<file path="src/rtl/core/swsr_pkg.sv">
// ----------------------------------------------------------------------------
// swsr_pkg
// Shared types and constants of the single-wire sensor reader core.
// ----------------------------------------------------------------------------
package swsr_pkg;

    localparam int FRAME_BITS  = 40;
    localparam int CNT_W       = 16;
    localparam int BIT_IDX_W   = 7;
    localparam int HUM_W       = 16;
    localparam int TEMP_W      = 15;
    localparam int CFG_INDEX_W = 2;
    localparam int CFG_DATA_W  = 16;
    localparam int DELAY_W     = 8;

    // configuration register indexes
    localparam logic [CFG_INDEX_W-1:0] REG_START_LOW    = 2'd0;
    localparam logic [CFG_INDEX_W-1:0] REG_START_HIGH   = 2'd1;
    localparam logic [CFG_INDEX_W-1:0] REG_SAMPLE_DELAY = 2'd2;
    localparam logic [CFG_INDEX_W-1:0] REG_RESPONSE_GAP = 2'd3;

    // register reset values
    localparam logic [CNT_W-1:0]   START_LOW_RST    = 16'd1000;
    localparam logic [DELAY_W-1:0] START_HIGH_RST   = 8'd30;
    localparam logic [DELAY_W-1:0] SAMPLE_DELAY_RST = 8'd40;
    localparam logic [DELAY_W-1:0] RESPONSE_GAP_RST = 8'd80;

    // line drive codes
    localparam logic [1:0] DRIVE_RELEASE = 2'd0;
    localparam logic [1:0] DRIVE_LOW     = 2'd1;
    localparam logic [1:0] DRIVE_HIGH    = 2'd2;

    typedef enum logic [3:0] {
        PH_IDLE       = 4'd0,
        PH_START_LOW  = 4'd1,
        PH_START_HIGH = 4'd2,
        PH_RESP_LOW   = 4'd3,
        PH_RESP_GAP   = 4'd4,
        PH_RESP_END   = 4'd5,
        PH_WAIT_RISE  = 4'd6,
        PH_BIT_DELAY  = 4'd7,
        PH_WAIT_FALL  = 4'd8
    } phase_t;

    typedef struct packed {
        logic [CNT_W-1:0]   start_low_ticks;
        logic [DELAY_W-1:0] start_high_ticks;
        logic [DELAY_W-1:0] sample_delay_ticks;
        logic [DELAY_W-1:0] response_gap_ticks;
    } cfg_t;

    typedef struct packed {
        logic cmd;
        logic line_level;
    } item_t;

    typedef struct packed {
        logic [1:0]        line_drive;
        logic              busy_res;
        logic              result_valid;
        logic              response_ok;
        logic [HUM_W-1:0]  humidity_tenths;
        logic [TEMP_W-1:0] temperature_tenths;
        logic              temperature_negative;
    } result_t;

endpackage

</file>
<file path="src/rtl/core/single_wire_sensor_reader_core.sv">
// ----------------------------------------------------------------------------
// single_wire_sensor_reader_core
// Tick-driven readout sequencer for a single-wire humidity/temperature sensor.
//
// Usage: every item on the item channel is one microsecond tick carrying the
// sampled data-line level (cmd = 0), or a start request (cmd = 1) which
// begins a measurement when idle. Every item yields exactly one transaction
// on the res channel with the line drive, busy flag and, on the finishing
// tick, the measurement result. The cfg channel writes the four timing
// registers and is always ready; write only while the core is idle.
// An accepted item waits in the input register, then moves on into the result
// register, where the receiver takes it.
// Throughput: one item per cycle while the receiver does not stall; the sequencer
// state updates once per item, between the input and result registers.
// Reset puts the sequencer in idle and loads the default timing.
// When the receiver stalls, the result register holds its transaction, the
// input register still takes one more item, then item_ready drops.
// ----------------------------------------------------------------------------
module single_wire_sensor_reader_core
(
    input  logic                              clk,
    input  logic                              rst_n,

    input  logic                              item_valid,
    output logic                              item_ready,
    input  logic                              cmd,
    input  logic                              line_level,

    output logic                              res_valid,
    input  logic                              res_ready,
    output logic [1:0]                        line_drive,
    output logic                              busy_res,
    output logic                              result_valid,
    output logic                              response_ok,
    output logic [swsr_pkg::HUM_W-1:0]        humidity_tenths,
    output logic [swsr_pkg::TEMP_W-1:0]       temperature_tenths,
    output logic                              temperature_negative,

    input  logic                              cfg_valid,
    output logic                              cfg_ready,
    input  logic [swsr_pkg::CFG_INDEX_W-1:0]  cfg_index,
    input  logic [swsr_pkg::CFG_DATA_W-1:0]   cfg_data
);

    swsr_pkg::cfg_t    cfg;
    swsr_pkg::item_t   item_in;
    swsr_pkg::item_t   stage_item;
    swsr_pkg::result_t seq_result;
    swsr_pkg::result_t res;
    logic              stage_valid;
    logic              advance;

    assign cfg_ready          = 1'b1;
    assign item_in.cmd        = cmd;
    assign item_in.line_level = line_level;

    swsr_cfg u_cfg
    (
        .clk      (clk),
        .rst_n    (rst_n),
        .wr_en    (cfg_valid && cfg_ready),
        .wr_index (cfg_index),
        .wr_data  (cfg_data),
        .cfg      (cfg)
    );

    swsr_in_reg u_in_reg
    (
        .clk         (clk),
        .rst_n       (rst_n),
        .item_valid  (item_valid),
        .item_ready  (item_ready),
        .item_in     (item_in),
        .advance     (advance),
        .stage_valid (stage_valid),
        .stage_item  (stage_item)
    );

    swsr_seq u_seq
    (
        .clk     (clk),
        .rst_n   (rst_n),
        .advance (advance),
        .item    (stage_item),
        .cfg     (cfg),
        .result  (seq_result)
    );

    swsr_out_reg u_out_reg
    (
        .clk         (clk),
        .rst_n       (rst_n),
        .stage_valid (stage_valid),
        .result_in   (seq_result),
        .advance     (advance),
        .res_valid   (res_valid),
        .res_ready   (res_ready),
        .result_out  (res)
    );

    assign line_drive           = res.line_drive;
    assign busy_res             = res.busy_res;
    assign result_valid         = res.result_valid;
    assign response_ok          = res.response_ok;
    assign humidity_tenths      = res.humidity_tenths;
    assign temperature_tenths   = res.temperature_tenths;
    assign temperature_negative = res.temperature_negative;

    // a good response only comes with a finished measurement
    assert property (@(posedge clk) disable iff (!rst_n)
        res_valid && response_ok |-> result_valid)
        else $error("response_ok without result_valid");

    // data fields stay zero unless a good result is reported
    assert property (@(posedge clk) disable iff (!rst_n)
        res_valid && !response_ok |->
            humidity_tenths == '0 && temperature_tenths == '0 && !temperature_negative)
        else $error("data fields set without a good result");

    // a finished measurement returns the sequencer to idle
    assert property (@(posedge clk) disable iff (!rst_n)
        res_valid && result_valid |-> !busy_res && line_drive == swsr_pkg::DRIVE_RELEASE)
        else $error("result reported while still busy");

    // the line is only driven during a measurement
    assert property (@(posedge clk) disable iff (!rst_n)
        res_valid && line_drive != swsr_pkg::DRIVE_RELEASE |-> busy_res)
        else $error("line driven while idle");

endmodule

</file>
<file path="src/rtl/core/swsr_cfg.sv">
// ----------------------------------------------------------------------------
// swsr_cfg
// Configuration register file: start timing, sample delay and response gap.
// ----------------------------------------------------------------------------
module swsr_cfg
(
    input  logic                              clk,
    input  logic                              rst_n,
    input  logic                              wr_en,
    input  logic [swsr_pkg::CFG_INDEX_W-1:0]  wr_index,
    input  logic [swsr_pkg::CFG_DATA_W-1:0]   wr_data,
    output swsr_pkg::cfg_t                    cfg
);

    swsr_pkg::cfg_t cfg_reg;

    always_ff @(posedge clk or negedge rst_n)
    begin
        if (!rst_n)
        begin
            cfg_reg.start_low_ticks    <= swsr_pkg::START_LOW_RST;
            cfg_reg.start_high_ticks   <= swsr_pkg::START_HIGH_RST;
            cfg_reg.sample_delay_ticks <= swsr_pkg::SAMPLE_DELAY_RST;
            cfg_reg.response_gap_ticks <= swsr_pkg::RESPONSE_GAP_RST;
        end
        else if (wr_en)
        begin
            unique case (wr_index)
                swsr_pkg::REG_START_LOW:
                    cfg_reg.start_low_ticks <= wr_data;
                swsr_pkg::REG_START_HIGH:
                    cfg_reg.start_high_ticks <= wr_data[swsr_pkg::DELAY_W-1:0];
                swsr_pkg::REG_SAMPLE_DELAY:
                    cfg_reg.sample_delay_ticks <= wr_data[swsr_pkg::DELAY_W-1:0];
                swsr_pkg::REG_RESPONSE_GAP:
                    cfg_reg.response_gap_ticks <= wr_data[swsr_pkg::DELAY_W-1:0];
                default:
                    cfg_reg <= cfg_reg;
            endcase
        end
    end

    assign cfg = cfg_reg;

endmodule

</file>
<file path="src/rtl/core/swsr_in_reg.sv">
// ----------------------------------------------------------------------------
// swsr_in_reg
// Input register stage holding one accepted tick or start transaction.
// ----------------------------------------------------------------------------
module swsr_in_reg
(
    input  logic            clk,
    input  logic            rst_n,
    input  logic            item_valid,
    output logic            item_ready,
    input  swsr_pkg::item_t item_in,
    input  logic            advance,
    output logic            stage_valid,
    output swsr_pkg::item_t stage_item
);

    logic            valid_reg;
    logic            valid_next;
    swsr_pkg::item_t item_reg;

    // the stage frees up in the same cycle its content moves on
    assign item_ready = !valid_reg || advance;

    always_comb
    begin
        valid_next = valid_reg;
        if (item_ready)
        begin
            valid_next = item_valid;
        end
    end

    always_ff @(posedge clk or negedge rst_n)
    begin
        if (!rst_n)
        begin
            valid_reg <= 1'b0;
        end
        else
        begin
            valid_reg <= valid_next;
        end
    end

    always_ff @(posedge clk)
    begin
        if (item_valid && item_ready)
        begin
            item_reg <= item_in;
        end
    end

    assign stage_valid = valid_reg;
    assign stage_item  = item_reg;

endmodule

</file>
<file path="src/rtl/core/swsr_seq.sv">
// ----------------------------------------------------------------------------
// swsr_seq
// Readout sequencer: start pulse, response check and frame bit capture,
// one tick per advance.
// ----------------------------------------------------------------------------
module swsr_seq
(
    input  logic              clk,
    input  logic              rst_n,
    input  logic              advance,
    input  swsr_pkg::item_t   item,
    input  swsr_pkg::cfg_t    cfg,
    output swsr_pkg::result_t result
);

    swsr_pkg::phase_t                  phase_reg;
    swsr_pkg::phase_t                  phase_next;
    logic [swsr_pkg::CNT_W-1:0]        tick_reg;
    logic [swsr_pkg::CNT_W-1:0]        tick_next;
    logic [swsr_pkg::BIT_IDX_W-1:0]    bit_reg;
    logic [swsr_pkg::BIT_IDX_W-1:0]    bit_next;
    logic [swsr_pkg::FRAME_BITS-1:0]   frame_reg;
    logic [swsr_pkg::FRAME_BITS-1:0]   frame_next;
    logic                              answer_reg;
    logic                              answer_next;

    logic [swsr_pkg::CNT_W-1:0]        tick_inc;
    logic [swsr_pkg::CNT_W-1:0]        limit;
    logic                              count_hit;
    logic                              done;
    logic                              ok;

    assign tick_inc = tick_reg + swsr_pkg::CNT_W'(1);

    // wait length of the current phase
    always_comb
    begin
        case (phase_reg)
            swsr_pkg::PH_START_LOW:  limit = cfg.start_low_ticks;
            swsr_pkg::PH_START_HIGH: limit = swsr_pkg::CNT_W'(cfg.start_high_ticks);
            swsr_pkg::PH_RESP_LOW,
            swsr_pkg::PH_BIT_DELAY:  limit = swsr_pkg::CNT_W'(cfg.sample_delay_ticks);
            swsr_pkg::PH_RESP_GAP:   limit = swsr_pkg::CNT_W'(cfg.response_gap_ticks);
            default:                 limit = '0;
        endcase
    end

    // a zero limit ends the wait after one tick
    assign count_hit = (tick_inc >= limit);

    always_comb
    begin
        phase_next  = phase_reg;
        tick_next   = tick_reg;
        bit_next    = bit_reg;
        frame_next  = frame_reg;
        answer_next = answer_reg;
        done        = 1'b0;
        ok          = 1'b0;

        unique case (phase_reg)
            swsr_pkg::PH_START_LOW:
            begin
                tick_next = count_hit ? '0 : tick_inc;
                if (count_hit)
                begin
                    phase_next = swsr_pkg::PH_START_HIGH;
                end
            end
            swsr_pkg::PH_START_HIGH:
            begin
                tick_next = count_hit ? '0 : tick_inc;
                if (count_hit)
                begin
                    phase_next = swsr_pkg::PH_RESP_LOW;
                end
            end
            swsr_pkg::PH_RESP_LOW:
            begin
                tick_next = count_hit ? '0 : tick_inc;
                if (count_hit)
                begin
                    if (!item.line_level)
                    begin
                        phase_next = swsr_pkg::PH_RESP_GAP;
                    end
                    else
                    begin
                        answer_next = 1'b0;
                        phase_next  = swsr_pkg::PH_RESP_END;
                    end
                end
            end
            swsr_pkg::PH_RESP_GAP:
            begin
                tick_next = count_hit ? '0 : tick_inc;
                if (count_hit)
                begin
                    answer_next = item.line_level;
                    phase_next  = swsr_pkg::PH_RESP_END;
                end
            end
            swsr_pkg::PH_RESP_END:
            begin
                if (!item.line_level)
                begin
                    if (answer_reg)
                    begin
                        bit_next   = '0;
                        frame_next = '0;
                        phase_next = swsr_pkg::PH_WAIT_RISE;
                    end
                    else
                    begin
                        done       = 1'b1;
                        phase_next = swsr_pkg::PH_IDLE;
                    end
                end
            end
            swsr_pkg::PH_WAIT_RISE:
            begin
                if (item.line_level)
                begin
                    tick_next  = '0;
                    phase_next = swsr_pkg::PH_BIT_DELAY;
                end
            end
            swsr_pkg::PH_BIT_DELAY:
            begin
                tick_next = count_hit ? '0 : tick_inc;
                if (count_hit)
                begin
                    frame_next = {frame_reg[swsr_pkg::FRAME_BITS-2:0], item.line_level};
                    bit_next   = bit_reg + swsr_pkg::BIT_IDX_W'(1);
                    phase_next = swsr_pkg::PH_WAIT_FALL;
                end
            end
            swsr_pkg::PH_WAIT_FALL:
            begin
                if (!item.line_level)
                begin
                    if (bit_reg >= swsr_pkg::BIT_IDX_W'(swsr_pkg::FRAME_BITS))
                    begin
                        done       = 1'b1;
                        ok         = 1'b1;
                        phase_next = swsr_pkg::PH_IDLE;
                    end
                    else
                    begin
                        phase_next = swsr_pkg::PH_WAIT_RISE;
                    end
                end
            end
            default:
            begin
                // idle, and any unused code
                phase_next = swsr_pkg::PH_IDLE;
                if (item.cmd)
                begin
                    phase_next  = swsr_pkg::PH_START_LOW;
                    tick_next   = '0;
                    answer_next = 1'b0;
                end
            end
        endcase
    end

    always_ff @(posedge clk or negedge rst_n)
    begin
        if (!rst_n)
        begin
            phase_reg  <= swsr_pkg::PH_IDLE;
            tick_reg   <= '0;
            bit_reg    <= '0;
            frame_reg  <= '0;
            answer_reg <= 1'b0;
        end
        else if (advance)
        begin
            phase_reg  <= phase_next;
            tick_reg   <= tick_next;
            bit_reg    <= bit_next;
            frame_reg  <= frame_next;
            answer_reg <= answer_next;
        end
    end

    // result fields follow the phase after this tick
    always_comb
    begin
        case (phase_next)
            swsr_pkg::PH_START_LOW:  result.line_drive = swsr_pkg::DRIVE_LOW;
            swsr_pkg::PH_START_HIGH: result.line_drive = swsr_pkg::DRIVE_HIGH;
            default:                 result.line_drive = swsr_pkg::DRIVE_RELEASE;
        endcase
        result.busy_res     = (phase_next != swsr_pkg::PH_IDLE);
        result.result_valid = done;
        result.response_ok  = ok;
        if (ok)
        begin
            result.humidity_tenths =
                frame_next[swsr_pkg::FRAME_BITS-1 -: swsr_pkg::HUM_W];
            result.temperature_negative =
                frame_next[swsr_pkg::FRAME_BITS-1-swsr_pkg::HUM_W];
            result.temperature_tenths =
                frame_next[swsr_pkg::FRAME_BITS-2-swsr_pkg::HUM_W -: swsr_pkg::TEMP_W];
        end
        else
        begin
            result.humidity_tenths      = '0;
            result.temperature_negative = 1'b0;
            result.temperature_tenths   = '0;
        end
    end

endmodule

</file>
<file path="src/rtl/core/swsr_out_reg.sv">
// ----------------------------------------------------------------------------
// swsr_out_reg
// Result register holding one transaction until the receiver takes it.
// ----------------------------------------------------------------------------
module swsr_out_reg
(
    input  logic              clk,
    input  logic              rst_n,
    input  logic              stage_valid,
    input  swsr_pkg::result_t result_in,
    output logic              advance,
    output logic              res_valid,
    input  logic              res_ready,
    output swsr_pkg::result_t result_out
);

    logic              valid_reg;
    logic              valid_next;
    swsr_pkg::result_t result_reg;

    // move on when the register is empty or being emptied this cycle
    assign advance = stage_valid && (!valid_reg || res_ready);

    always_comb
    begin
        valid_next = valid_reg;
        if (advance)
        begin
            valid_next = 1'b1;
        end
        else if (res_ready)
        begin
            valid_next = 1'b0;
        end
    end

    always_ff @(posedge clk or negedge rst_n)
    begin
        if (!rst_n)
        begin
            valid_reg <= 1'b0;
        end
        else
        begin
            valid_reg <= valid_next;
        end
    end

    always_ff @(posedge clk)
    begin
        if (advance)
        begin
            result_reg <= result_in;
        end
    end

    assign res_valid  = valid_reg;
    assign result_out = result_reg;

endmodule

</file>
<file path="config.mk">
export PLATFORM = sky130hd
export DESIGN_NAME = single_wire_sensor_reader_core
export DESIGN_NICKNAME = d
export VERILOG_FILES = /design/src/rtl/core/swsr_pkg.sv /design/src/rtl/core/single_wire_sensor_reader_core.sv /design/src/rtl/core/swsr_cfg.sv /design/src/rtl/core/swsr_in_reg.sv /design/src/rtl/core/swsr_seq.sv /design/src/rtl/core/swsr_out_reg.sv
export SDC_FILE = /design/constraint.sdc
export NUM_CORES = 1
export LEC_CHECK = 0
export BUFFER_PORTS_ARGS = -buffer_cell sky130_fd_sc_hd__buf_2
export CORE_ASPECT_RATIO = 1.25
export CORE_MARGIN = 3
export CORE_UTILIZATION = 40
export DETAILED_ROUTE_END_ITERATION = 7
export PLACE_DENSITY = 0.61
export SETUP_SLACK_MARGIN = 0.05
export SLEW_MARGIN = 15
export SYNTH_ARGS = -nofsm -noshare
export SYNTH_HDL_FRONTEND = slang
export SYNTH_SLANG_ARGS = --single-unit
</file>
<file path="constraint.sdc">
create_clock -name clk -period 10.7 [get_ports clk]
set_input_delay 0.535 -clock clk [delete_from_list [all_inputs] [get_ports clk]]
set_output_delay 0.535 -clock clk [all_outputs]
set_load 0.02 [all_outputs]
</file>
# Word level (Yosys, flattened, before mapping)
# Cells that the tools add are included.
# Widths: inputs -> output; s select.
[classes]
n_addsub = 2
magnitude_cmp = 2
n_eq_ne = 20
n_mux = 40
n_bitwise = 2
reduce_logical = 23
[ops]
columns = ["operator", "n"]
rows = [
  ["$mux 40", 3],
  ["$pmux 40 s2", 1],
  ["$pmux 16 s4", 1],
  ["$mux 16", 3],
  ["$pmux 16 s3", 1],
  ["$mux 4", 8],
  ["$pmux 4 s8", 1],
  ["$mux 7", 3],
  ["$add 16x1->16 const B", 1],
  ["$eq 4x3->1 const B", 4],
  ["$ge 16x16->1", 1],
  ["$pmux 7 s2", 1],
  ["$mux 1", 13],
  ["$eq 4x2->1 const B", 3],
  ["$eq 4x1->1 const B", 2],
  ["$ne 2x1->1 const B", 4],
  ["$reduce_and 2->1", 4],
  ["$add 7x1->7 const B", 1],
  ["$ge 7x6->1 const B", 1],
  ["$mux 3", 2],
  ["$ne 2x2->1 const B", 3],
  ["$reduce_and 6->1", 1],
  ["$reduce_bool 3->1", 2],
  ["$reduce_or 6->1", 1],
  ["other kinds (17)", 24],
]
[totals]
reg_bits = 149
out_inout_bits = 40
elab_cells = 110

# Depth between registers and ports, before layout
# Gate-level depths: netlist (run 1).
[depth]
ltp_word = 8
depth_mapped = 17
mapped_depth_nobuf = 13

# Hierarchy
# From an unflattened synthesis (run 1), not the netlist that was laid out.
[unflattened]
cells_unflattened = 694
hier_area_um2 = 7235.7
[by_module_without_submodules]
columns = ["mod", "n_inst", "cells_each", "area_each_um2", "seq_area_each_um2"]
rows = [
  ["swsr_seq", 1, 560, 4436.8, 1701.6],
  ["swsr_cfg", 1, 85, 1519.0, 1018.5],
  ["swsr_out_reg", 1, 41, 1154.9, 1136.1],
  ["swsr_in_reg", 1, 6, 113.9, 85.1],
  ["single_wire_sensor_reader_core", 1, 2, 11.3, 0.0],
]

# Worst setup path after synthesis (run 1)
# Ideal clock, no wire load.
[synth_path]
path_type = "reg2reg"
startpoint = "register u_seq.phase_reg[2]"
endpoint = "register u_seq.frame_reg[0] (netlist name)"
setup_ns = 0.121
t_arrival_ns = 3.606
required_time_ns = 10.579
path_slack_ns = 6.974
stages_incl_launch_ff = 16
cell_sequence = "dfrtp_1 clkbuf_1 clkbuf_1 nor2_1 and3_1 clkbuf_1 a222oi_1 a21boi_0 ha_1 nor2b_1 o211a_1 o311a_4 o31ai_4 nor2_4 buf_6 a22o_1"
[synth_between]
elab_chain_cells = 6
word_cells_on_any_way = 15
cone_classes = "1 x order compare; 9 x eq/ne; 2 x mux; 3 x reduce/logical"
[synth_lines]
columns = ["item", "line", "rtl"]
rows = [
  ["start, declared", "swsr_seq.sv:16", "swsr_pkg::phase_t phase_reg;"],
  ["start signal, assigned", "swsr_seq.sv:172", "phase_reg <= swsr_pkg::PH_IDLE;"],
  ["start signal, assigned", "swsr_seq.sv:180", "phase_reg <= phase_next;"],
  ["$eq 4x2->1 or $eq 4x3->1 (tied branches)", "swsr_seq.sv:38, swsr_seq.sv:61", ""],
  ["$reduce_or 2->1", "swsr_seq.sv:38", "case (phase_reg)"],
  ["$pmux 16 s4", "swsr_seq.sv:38", ""],
  ["$ge 16x16->1", "swsr_seq.sv:49", "assign count_hit = (tick_inc >= limit);"],
  ["$ne 2x1->1 (no line)", "--", ""],
  ["$reduce_and 5->1 (no line)", "--", ""],
  ["end signal, assigned", "swsr_seq.sv:183", "frame_reg <= frame_next;"],
  ["end, declared", "swsr_seq.sv:22", "logic [swsr_pkg::FRAME_BITS-1:0] frame_reg;"],
]
# Parallel ways exist; a longest one is shown, timed or not.
# A chain may end at the register's enable or synchronous reset.

# Worst setup path after layout (run 1)
[layout_path]
startpoint = "register u_seq.tick_reg[0] (netlist name)"
endpoint = "register u_seq.frame_reg[5] (netlist name)"
[layout_between]
elab_chain_cells = 4
[layout_lines]
columns = ["item", "line", "rtl"]
rows = [
  ["start, declared", "swsr_seq.sv:18", "logic [swsr_pkg::CNT_W-1:0] tick_reg;"],
  ["start signal, assigned", "swsr_seq.sv:181", "tick_reg <= tick_next;"],
  ["$add 16x1->16", "swsr_seq.sv:33", "assign tick_inc = tick_reg + swsr_pkg::CNT_W'(1);"],
  ["$ge 16x16->1", "swsr_seq.sv:49", ""],
  ["$ne 2x1->1 (no line)", "--", ""],
  ["$reduce_and 5->1 (no line)", "--", ""],
]
# No other way between the ends.

==> results of run 1 <==
how the worst min path moves through the flow:
stage / to / depth (start not counted) / slack (ns) / startpoint
3_3_place_gp: u_out_reg.res_valid / 1 / 0.47 / u_in_reg.stage_valid
4_1_cts: u_seq.phase_reg[1] / 1 / 0.17 / rst_n
2_1_floorplan: u_cfg.cfg[0] / 0 / 0.24 / rst_n
6_report: u_seq.frame_reg[31] / 1 / 0.15 / rst_n
3_5_place_dp: u_seq.frame_reg[39] / 1 / 0.49 / u_seq.frame_reg[39]
5_1_grt: u_seq.phase_reg[1] / 1 / 0.19 / rst_n
metrics by stage:
step                cells  hold WS [ns]  power (mW)  worst slack, ns
CTS                   932        0.1711       1.747            5.880
global route          932        0.1948       1.816            5.566
finish                932        0.1485       1.730            5.905
detailed placement    900        0.4894       1.081            5.906
floorplan             647        0.2394      0.9700            6.974
global placement      900        0.4688       1.076            5.855
cell type report:
cell class                      instances  area [um2]  area share [%]
Sequential cell                       149        3941           46.97
Multi-Input combinational cell        442        3084           36.75
Clock buffer                           18       439.2           5.233
Timing Repair Buffer                   71       377.9           4.503
Tap cell                              224       280.3           3.340
Clock inverter                         14       216.5           2.579
Inverter                               14       52.55          0.6262
critical path: stages (launching register included):
cell	delay, ns
sky130_fd_sc_hd__dfrtp_1	0.43
sky130_fd_sc_hd__ha_1	0.25
sky130_fd_sc_hd__and3_1	0.22
sky130_fd_sc_hd__nand3_1	0.24
sky130_fd_sc_hd__or4_1	0.59
sky130_fd_sc_hd__xnor2_1	0.17
sky130_fd_sc_hd__ha_1	0.33
sky130_fd_sc_hd__nand4_1	0.11
sky130_fd_sc_hd__nor3_1	0.58
sky130_fd_sc_hd__and2_1	0.42
sky130_fd_sc_hd__o31ai_4	0.08
sky130_fd_sc_hd__buf_4	0.29
sky130_fd_sc_hd__nor2_4	0.73
sky130_fd_sc_hd__a22o_1	0.27
logic make-up after synthesis:
family / after synthesis / synth area share (%)
AND/OR/NAND/NOR: 184 / 12.23
multiplexers: 47 / 7.145
XOR/XNOR: 16 / 1.919
other: 1 / 0.05136
flip-flops: 149 / 53.98
adder cells (fa/ha/maj): 20 / 3.393
AO/OA/AOI/OAI: 174 / 17.39
buffers and inverters: 56 / 3.890
power by group through the flow:
stage / Clock, mW / Combinational (mW) / Sequential [mW]
global placement: 0 / 0.376 / 0.700
global route: 0.699 / 0.419 / 0.698
floorplan: 0 / 0.274 / 0.696
detailed placement: 0 / 0.380 / 0.701
finish: 0.661 / 0.378 / 0.691
CTS: 0.674 / 0.382 / 0.691
placed cells by master (no fill, tap or decap), types with 14 or more instances in the layout:
master and n:
sky130_fd_sc_hd__mux2_2 41, sky130_fd_sc_hd__edfxtp_1 39, sky130_fd_sc_hd__dfrtp_1 96, sky130_fd_sc_hd__clkbuf_16 17, sky130_fd_sc_hd__nor2_1 20, sky130_fd_sc_hd__nand3_1 54, sky130_fd_sc_hd__dfstp_2 14, sky130_fd_sc_hd__a21oi_1 54
sky130_fd_sc_hd__a22o_1 50, sky130_fd_sc_hd__ha_1 19, sky130_fd_sc_hd__nand2_1 66, sky130_fd_sc_hd__buf_2 62
per-layer routing:
metal	up-vias	track usage [%]
met5	-	0
met4	0	5.774
met3	24	3.666
met2	140	29.14
met1	2642	20.56
li1	2508	-
==> summary by stage, run 1 <==
Layout
Of the cells placed in the final design, the portion with a size suffix greater than 1 is 24.01%. Counting the fill cells in the layout gives 1644. The post-layout utilization of the core is 47.41%. The number of antenna diodes in the final layout is 0. The net count of the finished layout is 739. Summing all non-filler instances in the final layout gives an area of 8392 um2. The area growth from synthesis to layout is 14.92%.

Power
The power per cell area is 206.2 nW/um2. Of the total power, the clock network draws 38.2%. Cell internal power was estimated by the tool at 1.204 mW. For this design the static power due to leakage is 3.465 nW. The portion of total power attributed to sequential cells is 40.0%. The worst-case IR drop observed on VDD is 118.8 uV.

The net load switching power is 0.5268 mW. In this run switching power makes up 30.45% of total power. The power share of the combinational group is 21.8%.

Clocking
No sink is reached through more buffers than the 2 on the longest clock path. After clock tree synthesis, the clock-pin slew on the worst setup and hold paths is 0.07 ns. The CTS tree is done.

At the later pin of the worst-skew pair, clock insertion delay measures 0.43 ns. The count of hold-fix buffers inserted at cts is 0. Counting the buffers created by CTS gives 17. The number of resized instances in the post-cts repair step is 0. The TritonCTS sink count is 149. Buffers added to address setup during post-CTS repair amount to 0.

The library cell used as clock root buffer is sky130_fd_sc_hd__clkbuf_16. In this run the number of H-tree levels came out at 4.

Setup path
The end point of the critical path is u_seq.frame_reg[5]. Data on the critical path is required at its endpoint by 11.06 ns. The critical path class is reg2reg. In this run the register-to-register setup slack is 5.90 ns. In this run the critical register-to-register path is captured at u_seq.frame_reg[5].

In this run the worst setup path begins at u_seq.tick_reg[0]. The depth of the most critical reg-to-reg path is 13. The maximum fanout along the worst path is 40.

The startpoint identified for the worst register-to-register timing path is u_seq.tick_reg[0]. The arrival time at the worst endpoint is 5.16 ns. STA classifies the critical path startpoint as a flip-flop. The endpoint type of the worst setup path is a flip-flop.

Route
Once detail routing completed, the nets flagged for antenna violations numbered 0. The post-route DRC violation count is 0. The top routing layer in use is met4.

The total wire length after detailed routing is 16050 um. The detailed router put a total of 6868 um of wire on met1. The via count is 5314.

The initial DRC count is 471. In the final routed layout, each cell accounts on average for 17.22 um. For this run, the detailed router's first-pass iteration total came to 6.

The routed design uses 8241 um of met2 wire. Wire segments on met3 add up to 679 um in the final route. Dividing the detail-routed via count by the number of cells gives 5.702.

GRT
The total global routing overflow is 0. The total global-route track usage is 16.72%. The maximum number of pins on one net before global-route repair is 60.

The number of antenna violations at the first check in global routing is 0. The wire length of the first global-routing pass is 26770 um. The via count of the first global-routing pass is 5265.

Synth
In the synthesized netlist, the cells that appear most often are sky130_fd_sc_hd__dfrtp_1, sky130_fd_sc_hd__nand2_1, sky130_fd_sc_hd__a21oi_1, sky130_fd_sc_hd__nand3_1, sky130_fd_sc_hd__a22o_1. Synthesis produced a netlist whose cell count is 647. The number of nets handed over by synthesis was 691.

The primary flip-flop cell chosen by synthesis mapping is sky130_fd_sc_hd__dfrtp_1. The synthesized netlist contains 63 unique library cells. The synthesized design contains 39 enable-type register cells. By area the synthesized netlist is led by sky130_fd_sc_hd__dfrtp_1, sky130_fd_sc_hd__edfxtp_1, sky130_fd_sc_hd__mux2_2. The number of register bits inferred by synthesis is 149. The area of the mapped netlist is 7302 um2. The post-synthesis cell type with the largest combined area is sky130_fd_sc_hd__dfrtp_1. For this run, the number of Yosys warnings is 0.

Averaged over all synthesized cells, the footprint is 11.29 um2. sky130_fd_sc_hd__dfrtp_1 is the most common cell in the netlist. Counting flops with an async set or reset pin after synthesis yields a share of 73.83%. The sequential cell area fraction in the yosys report is 53.98%. The area share of the largest cell type after synthesis is 32.90%.

Job
The max-capacitance violation count is 0.

Die
65 I/O pins were placed. The starting density of the core is 41.25%. The core region is 17700 um2. In this run the core area contains 54 standard-cell rows.

The horizontal die dimension is 126.8 um. The die outline area is 19920 um2. The die height is 157.1 um.

Timing
Static timing analysis puts the maximum clock frequency at 0.2085 GHz. The number of pins exceeding their max-slew limit in the final report came to 0. The final clock period utilization by the worst path is 44.82%. The final setup TNS is 0 ns. Setup repair after global routing left no endpoint under its margin. Counting I/O delays and the setup requirement, the final critical path takes 4.795 ns. The number of hold-slack violations in the final timing report came to 0. The number of endpoints failing setup at the final stage is 0. The pin slew with the least headroom to its limit is 1.130 ns. The worst pin sits at a relative slew slack of 24.12%. On the final layout, the worst clock skew is 0.008694 ns.

Place
The weighted congestion reported at the end of routability-driven placement is 0.9096. The number of port buffers is 63. Once detailed placement completed, the half-perimeter wirelength came to 10290 um. The post-detailed-placement cell area is 7736 um2.

Worst hold path
The path class of the lowest-slack min-delay path is in2async.

Run status
The flow ran to the end, and the final reports show no timing, DRC or antenna violations.
(Power assumes the default switching activity.)
==> inputs of run 2 (changes only) <==
--- a/config.mk
+++ b/config.mk
@@ -10,7 +10,7 @@
 export CORE_MARGIN = 3
 export CORE_UTILIZATION = 40
 export DETAILED_ROUTE_END_ITERATION = 7
-export PLACE_DENSITY = 0.61
+export PLACE_DENSITY = 0.63
 export SETUP_SLACK_MARGIN = 0.05
 export SLEW_MARGIN = 15
 export SYNTH_ARGS = -nofsm -noshare
==> constraint.sdc (replaced) <==
create_clock -name clk -period 4.1 [get_ports clk]
set_input_delay 0.205 -clock clk [delete_from_list [all_inputs] [get_ports clk]]
set_output_delay 0.205 -clock clk [all_outputs]
set_load 0.02 [all_outputs]
==> run 2 against run 1 <==
Clock-buffer cell count unchanged. Flip-flop and latch count unchanged. Combinational power grew to 2.9 times the previous value. Power increased to 2.5 times the previous value. Clock power is 130% higher. Die area stayed put. First-iteration DRC count shrank 28%. Clock skew increased by 0.0038 ns. Non-clock buffer count increased by 24. Critical endpoint is now u_seq.bit_reg[4].
==> summary by stage, run 2 (synthesis results as in run 1) <==
Layout
The register area is 3941 um2 (unchanged). The combined area of the multi-input logic cells came to 3107 um2 (+0.73%). The layout filler cell count came to 1623 (-1.3%).

The number of diodes was 0 (unchanged). The layout overhead on the synthesized area is 17.31%. The net count of the finished layout is 764 (+3.4%). Leaving out fill and tap cells, the most frequent cell in the layout is sky130_fd_sc_hd__dfrtp_1. In the layout the commonest cells are sky130_fd_sc_hd__dfrtp_1, sky130_fd_sc_hd__nand2_1, sky130_fd_sc_hd__buf_2, sky130_fd_sc_hd__a21oi_1, sky130_fd_sc_hd__nand3_1. The fraction of layout instances using a drive strength above 1 is 25.78% (+1.8 points).

Timing
The time the final worst path needs with I/O delays and setup is 3.868 ns (-0.9277 ns). The final clock period utilization by the worst path is 94.33% (+50 points). The worst slew slack as a fraction of its limit came to 33.74% (+9.6 points).

The worst-case clock skew was 0.01253 ns (+0.003835 ns). The peak clock frequency supported by timing came to 0.2586 GHz (+24%). The number of endpoints failing setup at the final stage is 0 (unchanged). Setup repair after global routing could not meet its margin everywhere. The final setup TNS is 0 ns (unchanged). The pin slew with the least headroom to its limit came to 0.9938 ns (-0.1359 ns). The number of hold-slack violations in the final timing report was 0 (unchanged). The number of pins exceeding their max-slew limit in the final report is 0 (unchanged).

GRT
The maximum number of pins on one net before global-route repair is 80 (+33%). The total global-route track usage is 16.61% (-0.11 points). The number of antenna violations at the first check in global routing is 1 (+1).

The wire length of the first global-routing pass came to 26900 um (+0.49%). The via count of the first global-routing pass is 5481 (+4.1%). The total global routing overflow is 0 (unchanged).

Die
The die outline area was 19920 um2 (unchanged). The number of cell rows is 54 (unchanged). The I/O pin count is 65 (unchanged). The placeable core region is 17700 um2 (unchanged).

The starting density of the core was 41.25% (unchanged). The die height was 157.1 um (unchanged). The horizontal die dimension came to 126.8 um (unchanged).

Route
The total wire length after detailed routing came to 16070 um (+0.16%). The via count is 5457 (+2.7%). The number of detailed-routing iterations run before antenna repair is 5 (-1). The number of antenna-violating nets in the routed design came to 0 (unchanged). The detail-routed net length per standard cell is 16.79 um (-2.5%). The detail-routed via count per cell is 5.702 (about the same). The post-route DRC violation count came to 0 (unchanged).

The initial DRC count is 339 (-28%).

Setup path
The cell with the largest stage delay on the worst path is sky130_fd_sc_hd__or3_1. The maximum fanout along the worst path is 35 (-13%). The arrival time at the worst endpoint is 4.18 ns (-0.98 ns). The delay of the slowest cell on the worst path came to 0.47 ns (-0.26 ns). The register-to-register setup slack is 0.23 ns (-5.67 ns). The signal on the critical path passes through nand2_1 > or3_1 > nor3_2 > nand3_1 > xnor2_1 > ha_1 > nand4_1 > inv_1 > a221o_1 > o31ai_4 > buf_12 > a21oi_2 > a32o_1. The worst setup path is captured at a flip-flop. The cell count along the critical path is 13 (unchanged). The element type at the critical path start is a flip-flop.

The depth of the most critical reg-to-reg path came to 13 (unchanged). The buffer and inverter count on the worst path came to 2 (+1). The reg-to-reg critical path startpoint is u_seq.tick_reg[2].

In this run the critical register-to-register path is captured at u_seq.bit_reg[4]. The critical path is of the reg2reg type. Grouping stages by cell kind, the critical path spends the most delay in simple AND/OR/NAND/NOR gates. The most critical setup path has its startpoint at u_seq.tick_reg[2]. The required time of the critical path is 4.42 ns (-6.64 ns). The most critical setup path has its endpoint at u_seq.bit_reg[4].

Job
The max-capacitance violation count is 0 (unchanged).

Power
The total power consumption of the routed design is 4.390 mW (+150%). The power per cell area is 512.6 nW/um2 (+150%). The leakage power of the design came to 3.542 nW (+2.2%).

The peak supply drop is 288.3 uV (+140%).

Clocking
TritonCTS built the clock tree. The TritonCTS sink count is 149 (unchanged). The number of H-tree levels came to 4 (unchanged). The cell sitting at the root of the clock tree is a sky130_fd_sc_hd__clkbuf_16. The buffer levels on the longest clock path came to 2 (unchanged).

The number of buffers created by CTS is 17 (unchanged). The clock transition at the register clock pins on the worst setup and hold paths after CTS is 0.06 ns (about the same). The clock insertion delay at the later pin of the skew report is 0.43 ns (about the same).

Place
The number of port buffers came to 63 (unchanged). The half-perimeter wire length after placement is 10750 um (+4.5%). The weighted congestion reported at the end of routability-driven placement is 0.8890 (-2.3%).

Run status
The flow ran to the end, and the final reports show no timing, DRC or antenna violations.

Worst hold path
The path class of the lowest-slack min-delay path is in2reg.
-- run 2: cell count changes in the layout (fill, tap and decap cells not counted), moves of 3 or more --
cell                            before  now
sky130_fd_sc_hd__buf_4               9   23
sky130_fd_sc_hd__inv_8               5    1
sky130_fd_sc_hd__dlygate4sd3_1       0    6
sky130_fd_sc_hd__clkinvlp_4          0    4
sky130_fd_sc_hd__inv_6               1    6
sky130_fd_sc_hd__bufinv_16           4    1
sky130_fd_sc_hd__buf_12              0    3
-- run 2: stage by stage --
step | worst slack (ns) | hold WS, ns | utilization (%) | instance area, um2 | std cells
after floorplan | 0.3735 | -0.09059 | - | 7302 | 647
after global placement | 0.1788 | 0.3841 | 44.58 | 7891 | 916
after detailed placement | 0.01308 | 0.3850 | 44.58 | 7891 | 916
after CTS | 0.07003 | 0.00001610 | 48.20 | 8533 | 955
after global routing | 0.02899 | 0.003291 | 48.39 | 8566 | 957
final | 0.2323 | 0.01340 | 48.39 | 8566 | 957
-- run 2: metal layers --
| layer | wire length [um] | vias to the layer above | global-route usage, % |
|---|---|---|---|
| met3 | 754 | 32 | 3.836 |
| met4 | 380 | 2 | 6.387 |
| met5 | 13 | - | 0 |
| met1 | 6671 | 2711 | 19.50 |
| met2 | 8250 | 152 | 29.54 |
| li1 | - | 2560 | - |
-- run 2: how the worst min path moves through the flow --
stage | slack [ns] | startpoint | end | depth (start not counted)
CTS | 0.00002 | cfg_data[12] | u_cfg.cfg[36] | 2
global route | 0.003 | cfg_data[10] | u_cfg.cfg[34] | 2
finish | 0.01 | cfg_data[8] | u_cfg.cfg[32] | 2
global placement | 0.38 | cmd | u_in_reg.stage_item[1] | 1
detailed placement | 0.39 | cmd | u_in_reg.stage_item[1] | 1
floorplan | -0.09 | rst_n | u_cfg.cfg[0] | 0
-- run 2: report_power, final --
part	switching (mW)	internal, mW
clock	0.657	0.851
sequential	0.0926	1.69
combinational	0.649	0.449
-- run 2: timing repair --
item | 4_1_cts | 5_1_grt
hold endpoints to repair | 49 | 0
cloned | 1 | 0
setup endpoints to repair | 40 | 87
resized for setup | 1 | 3
hold buffers | 6 | 0
pin swaps | 0 | 1
setup buffers | 0 | 2
-- run 2: layout make-up --
type	count	share of cell area (%)
inverters	14	0.6135
well taps	224	3.272
clock inverters	14	1.651
repair buffers	95	7.172
clock buffers	18	5.010
flip-flops and latches	149	46.01
multi-input cells	443	36.27
==> inputs of run 3 (changes only) <==
--- a/config.mk
+++ b/config.mk
@@ -5,12 +5,13 @@
 export SDC_FILE = /design/constraint.sdc
 export NUM_CORES = 1
 export LEC_CHECK = 0
-export BUFFER_PORTS_ARGS = -buffer_cell sky130_fd_sc_hd__buf_2
 export CORE_ASPECT_RATIO = 1.25
 export CORE_MARGIN = 3
 export CORE_UTILIZATION = 40
 export DETAILED_ROUTE_END_ITERATION = 7
-export PLACE_DENSITY = 0.63
+export DONT_BUFFER_PORTS = 1
+export PLACE_DENSITY = 0.6
+export RECOVER_POWER = 100
 export SETUP_SLACK_MARGIN = 0.05
 export SLEW_MARGIN = 15
 export SYNTH_ARGS = -nofsm -noshare
==> run 3 against run 2 <==
The flow now finishes with violations (max-capacitance violations, max-slew violations). Non-clock buffer count fell by 45. Routed wire length up 5.0%. Fmax rose by 0.73%. Clock power increased by 3%. Power rose by 0.25%. Die area is the same. Clock skew fell by 0.00073 ns. Via count fell by 3.4%. Highest routed layer is now met4. Utilization decreased by 0.54 points. Combinational power down 8%.
==> summary by stage, run 3 (synthesis results as in run 1) <==
Run status
The flow ran to the end, but the final reports show violations. The checks that failed: max-capacitance violations, max-slew violations.

GRT
The via count of the first global-routing pass is 5409 (-1.3%). The number of antenna violations at the first check in global routing was 0 (-1). The wire length of the first global-routing pass is 27390 um (+1.8%). The total global-route track usage was 17.03% (+0.41 points). The total global routing overflow came to 0 (unchanged). The maximum number of pins on one net before global-route repair was 111 (+39%).

Timing
The pin slew with the least headroom to its limit is 2.726 ns (+1.732 ns). The number of endpoints failing setup at the final stage came to 0 (unchanged). Setup repair after global routing left no endpoint under its margin. The final clock period utilization by the worst path is 93.65% (-0.68 points). The time the final worst path needs with I/O delays and setup was 3.840 ns (-0.02798 ns). The peak clock frequency supported by timing is 0.2604 GHz (+0.73%). The number of pins exceeding their max-slew limit in the final report is 111 (+111). The worst-case clock skew is 0.01180 ns (-0.0007301 ns). The worst slew slack as a fraction of its limit is -81.72% (-120 points). The setup slack after layout was 0.2603 ns (+0.02798 ns). The post-route worst hold slack came to 0.07280 ns (+0.05939 ns). The number of hold-slack violations in the final timing report came to 0 (unchanged).

Power
The net load switching power is 1.467 mW (+4.9%). The power share of the combinational group was 23.0% (-2.0 points). The switching share of total power was 33.34% (+1.5 points).

The internal power component is 2.934 mW (-1.9%). The total power consumption of the routed design is 4.402 mW (+0.25%). The share of power burned in the clock network is 35.4% (+1.0 points). The peak supply drop came to 317.0 uV (+10%). The leakage power of the design is 3.387 nW (-4.4%). The portion of total power attributed to sequential cells is 41.5% (+0.9 points). The power per cell area was 519.6 nW/um2 (+1.4%).

Layout
The combined area of the multi-input logic cells was 3154 um2 (+1.5%). The most common cell after layout, fill and taps aside is sky130_fd_sc_hd__dfrtp_1. The post-route non-filler standard cell count was 914 (-4.5%). The fraction of layout instances using a drive strength above 1 is 19.13% (-6.7 points). The number of diodes is 0 (unchanged). Leaving out fill and tap cells, the most frequent cells in the layout are sky130_fd_sc_hd__dfrtp_1, sky130_fd_sc_hd__nand2_1, sky130_fd_sc_hd__a21oi_1, sky130_fd_sc_hd__nand3_1, sky130_fd_sc_hd__a22o_1. The layout filler cell count is 1593 (-1.8%). The finished layout cell area came to 8471 um2 (-1.1%).

The register area is 3943 um2 (about the same). The net count of the finished layout is 721 (-5.6%). The layout overhead on the synthesized area is 16.00%.

Route
The number of detailed-routing iterations run before antenna repair came to 5 (unchanged). The number of antenna-violating nets in the routed design is 0 (unchanged). The detail-routed via count per cell is 5.769 (+1.2%). The post-route DRC violation count came to 0 (unchanged). The detail-routed net length per standard cell came to 18.46 um (+9.9%). The via count is 5273 (-3.4%). The initial DRC count is 377 (+11%). The total wire length after detailed routing is 16870 um (+5.0%).

Setup path
The critical path goes through ha_2 > and3_1 > nand3_1 > or4_4 > xnor2_2 > ha_1 > a21oi_1 > nand2_1 > a221o_1 > o31ai_4 > buf_4 > clkbuf_4 > nand3_1 > a21oi_1. The slowest stage of the critical path is the sky130_fd_sc_hd__or4_4 cell. The maximum fanout along the worst path is 9 (-74%). The setup path with the least slack is of type reg2reg. The delay of the slowest cell on the worst path is 0.55 ns (+0.08 ns).

STA classifies the critical path startpoint as a flip-flop. The worst setup path is captured at a flip-flop. The arrival time at the worst endpoint was 4.08 ns (-0.10 ns). The register-to-register setup slack is 0.26 ns (+0.03 ns). The required time of the critical path is 4.34 ns (-0.08 ns).

Clocking
The number of buffers created by CTS is 17 (unchanged). The clock transition at the register clock pins on the worst setup and hold paths after CTS was 0.07 ns (about the same). The number of H-tree levels is 4 (unchanged). The clock insertion delay at the later pin of the skew report is 0.43 ns (about the same). The CTS tree is done. The library cell used as clock root buffer is sky130_fd_sc_hd__clkbuf_16. The buffer levels on the longest clock path is 2 (unchanged). The TritonCTS sink count was 149 (unchanged).

Worst hold path
The path class of the lowest-slack min-delay path is in2reg.

Place
The number of port buffers came to 0 (-100%). The number of instances in the placed design is 852 (-7.0%). The post-detailed-placement cell area is 7553 um2 (-4.3%). The pre-CTS worst setup slack is -0.06790 ns (-0.08098 ns). The weighted congestion reported at the end of routability-driven placement came to 0.8576 (-3.5%). The half-perimeter wire length after placement was 10470 um (-2.6%).

Die
The placeable core region is 17700 um2 (unchanged). The starting density of the core is 41.25% (unchanged). The die height is 157.1 um (unchanged). The horizontal die dimension is 126.8 um (unchanged). The number of cell rows was 54 (unchanged). The die outline area is 19920 um2 (unchanged). The I/O pin count was 65 (unchanged).

Job
The max-capacitance violation count is 1 (+1).
run 3: metal layers:
| layer | wire length, um | global-route usage, % |
|---|---|---|
| met1 | 6932 | 20.32 |
| met5 | 0 | 0 |
| met3 | 625 | 3.293 |
| met2 | 9102 | 30.68 |
| met4 | 213 | 5.876 |
run 3: timing repair:
action | in CTS | in global routing
buffers inserted | 0 | 4
setup endpoints to repair | 40 | 86
gates resized for setup | 1 | 16
endpoints found under the hold margin | 154 | 0
cloned | 1 | 3
pin swaps | 0 | 4
hold buffers | 22 | 0
run 3: cell type report:
class | instances | share of cell area, %
well taps | 224 | 3.309
flip-flops and latches | 149 | 46.54
clock buffers | 17 | 5.022
clock inverters | 15 | 2.083
inverters | 14 | 0.6204
repair buffers | 50 | 5.185
multi-input cells | 445 | 37.24
run 3: worst paths after layout:
check	to	cells past startpoint	start
min in group asynchronous	u_seq.frame_reg[27]	2	rst_n
max reg2reg	u_out_reg.result_out[3]	14	u_seq.tick_reg[0]
max	u_out_reg.result_out[3]	14	u_seq.tick_reg[0]
max in group asynchronous	u_seq.tick_reg[0]	2	rst_n
min	u_in_reg.stage_item[0]	1	item_valid
min reg2reg	u_cfg.cfg[21]	1	u_cfg.cfg[21]
run 3: metrics by stage:
stage / util [%] / TNS (ns)
global route: 47.85 / 0
floorplan: - / 0
detailed placement: 42.67 / -2.172
global placement: 42.67 / 0
CTS: 47.48 / 0
finish: 47.85 / 0
run 3: power groups by stage:
stage / clock (mW) / sequential [mW] / combinational (mW)
2_1_floorplan: 0 / 1.82 / 0.715
3_3_place_gp: 0 / 1.85 / 0.930
3_5_place_dp: 0 / 1.86 / 0.948
4_1_cts: 1.59 / 1.83 / 1.00
5_1_grt: 1.67 / 1.85 / 1.13
6_report: 1.56 / 1.83 / 1.01
run 3: critical path: cells and delay by family, from the launching register on:
family	cells	cell delay, ns
buf+inv	2	0.42
simple gates	5	1.09
flops	1	0.41
fa+ha+maj	2	0.55
xor+xnor	1	0.16
compound gates	4	1.04
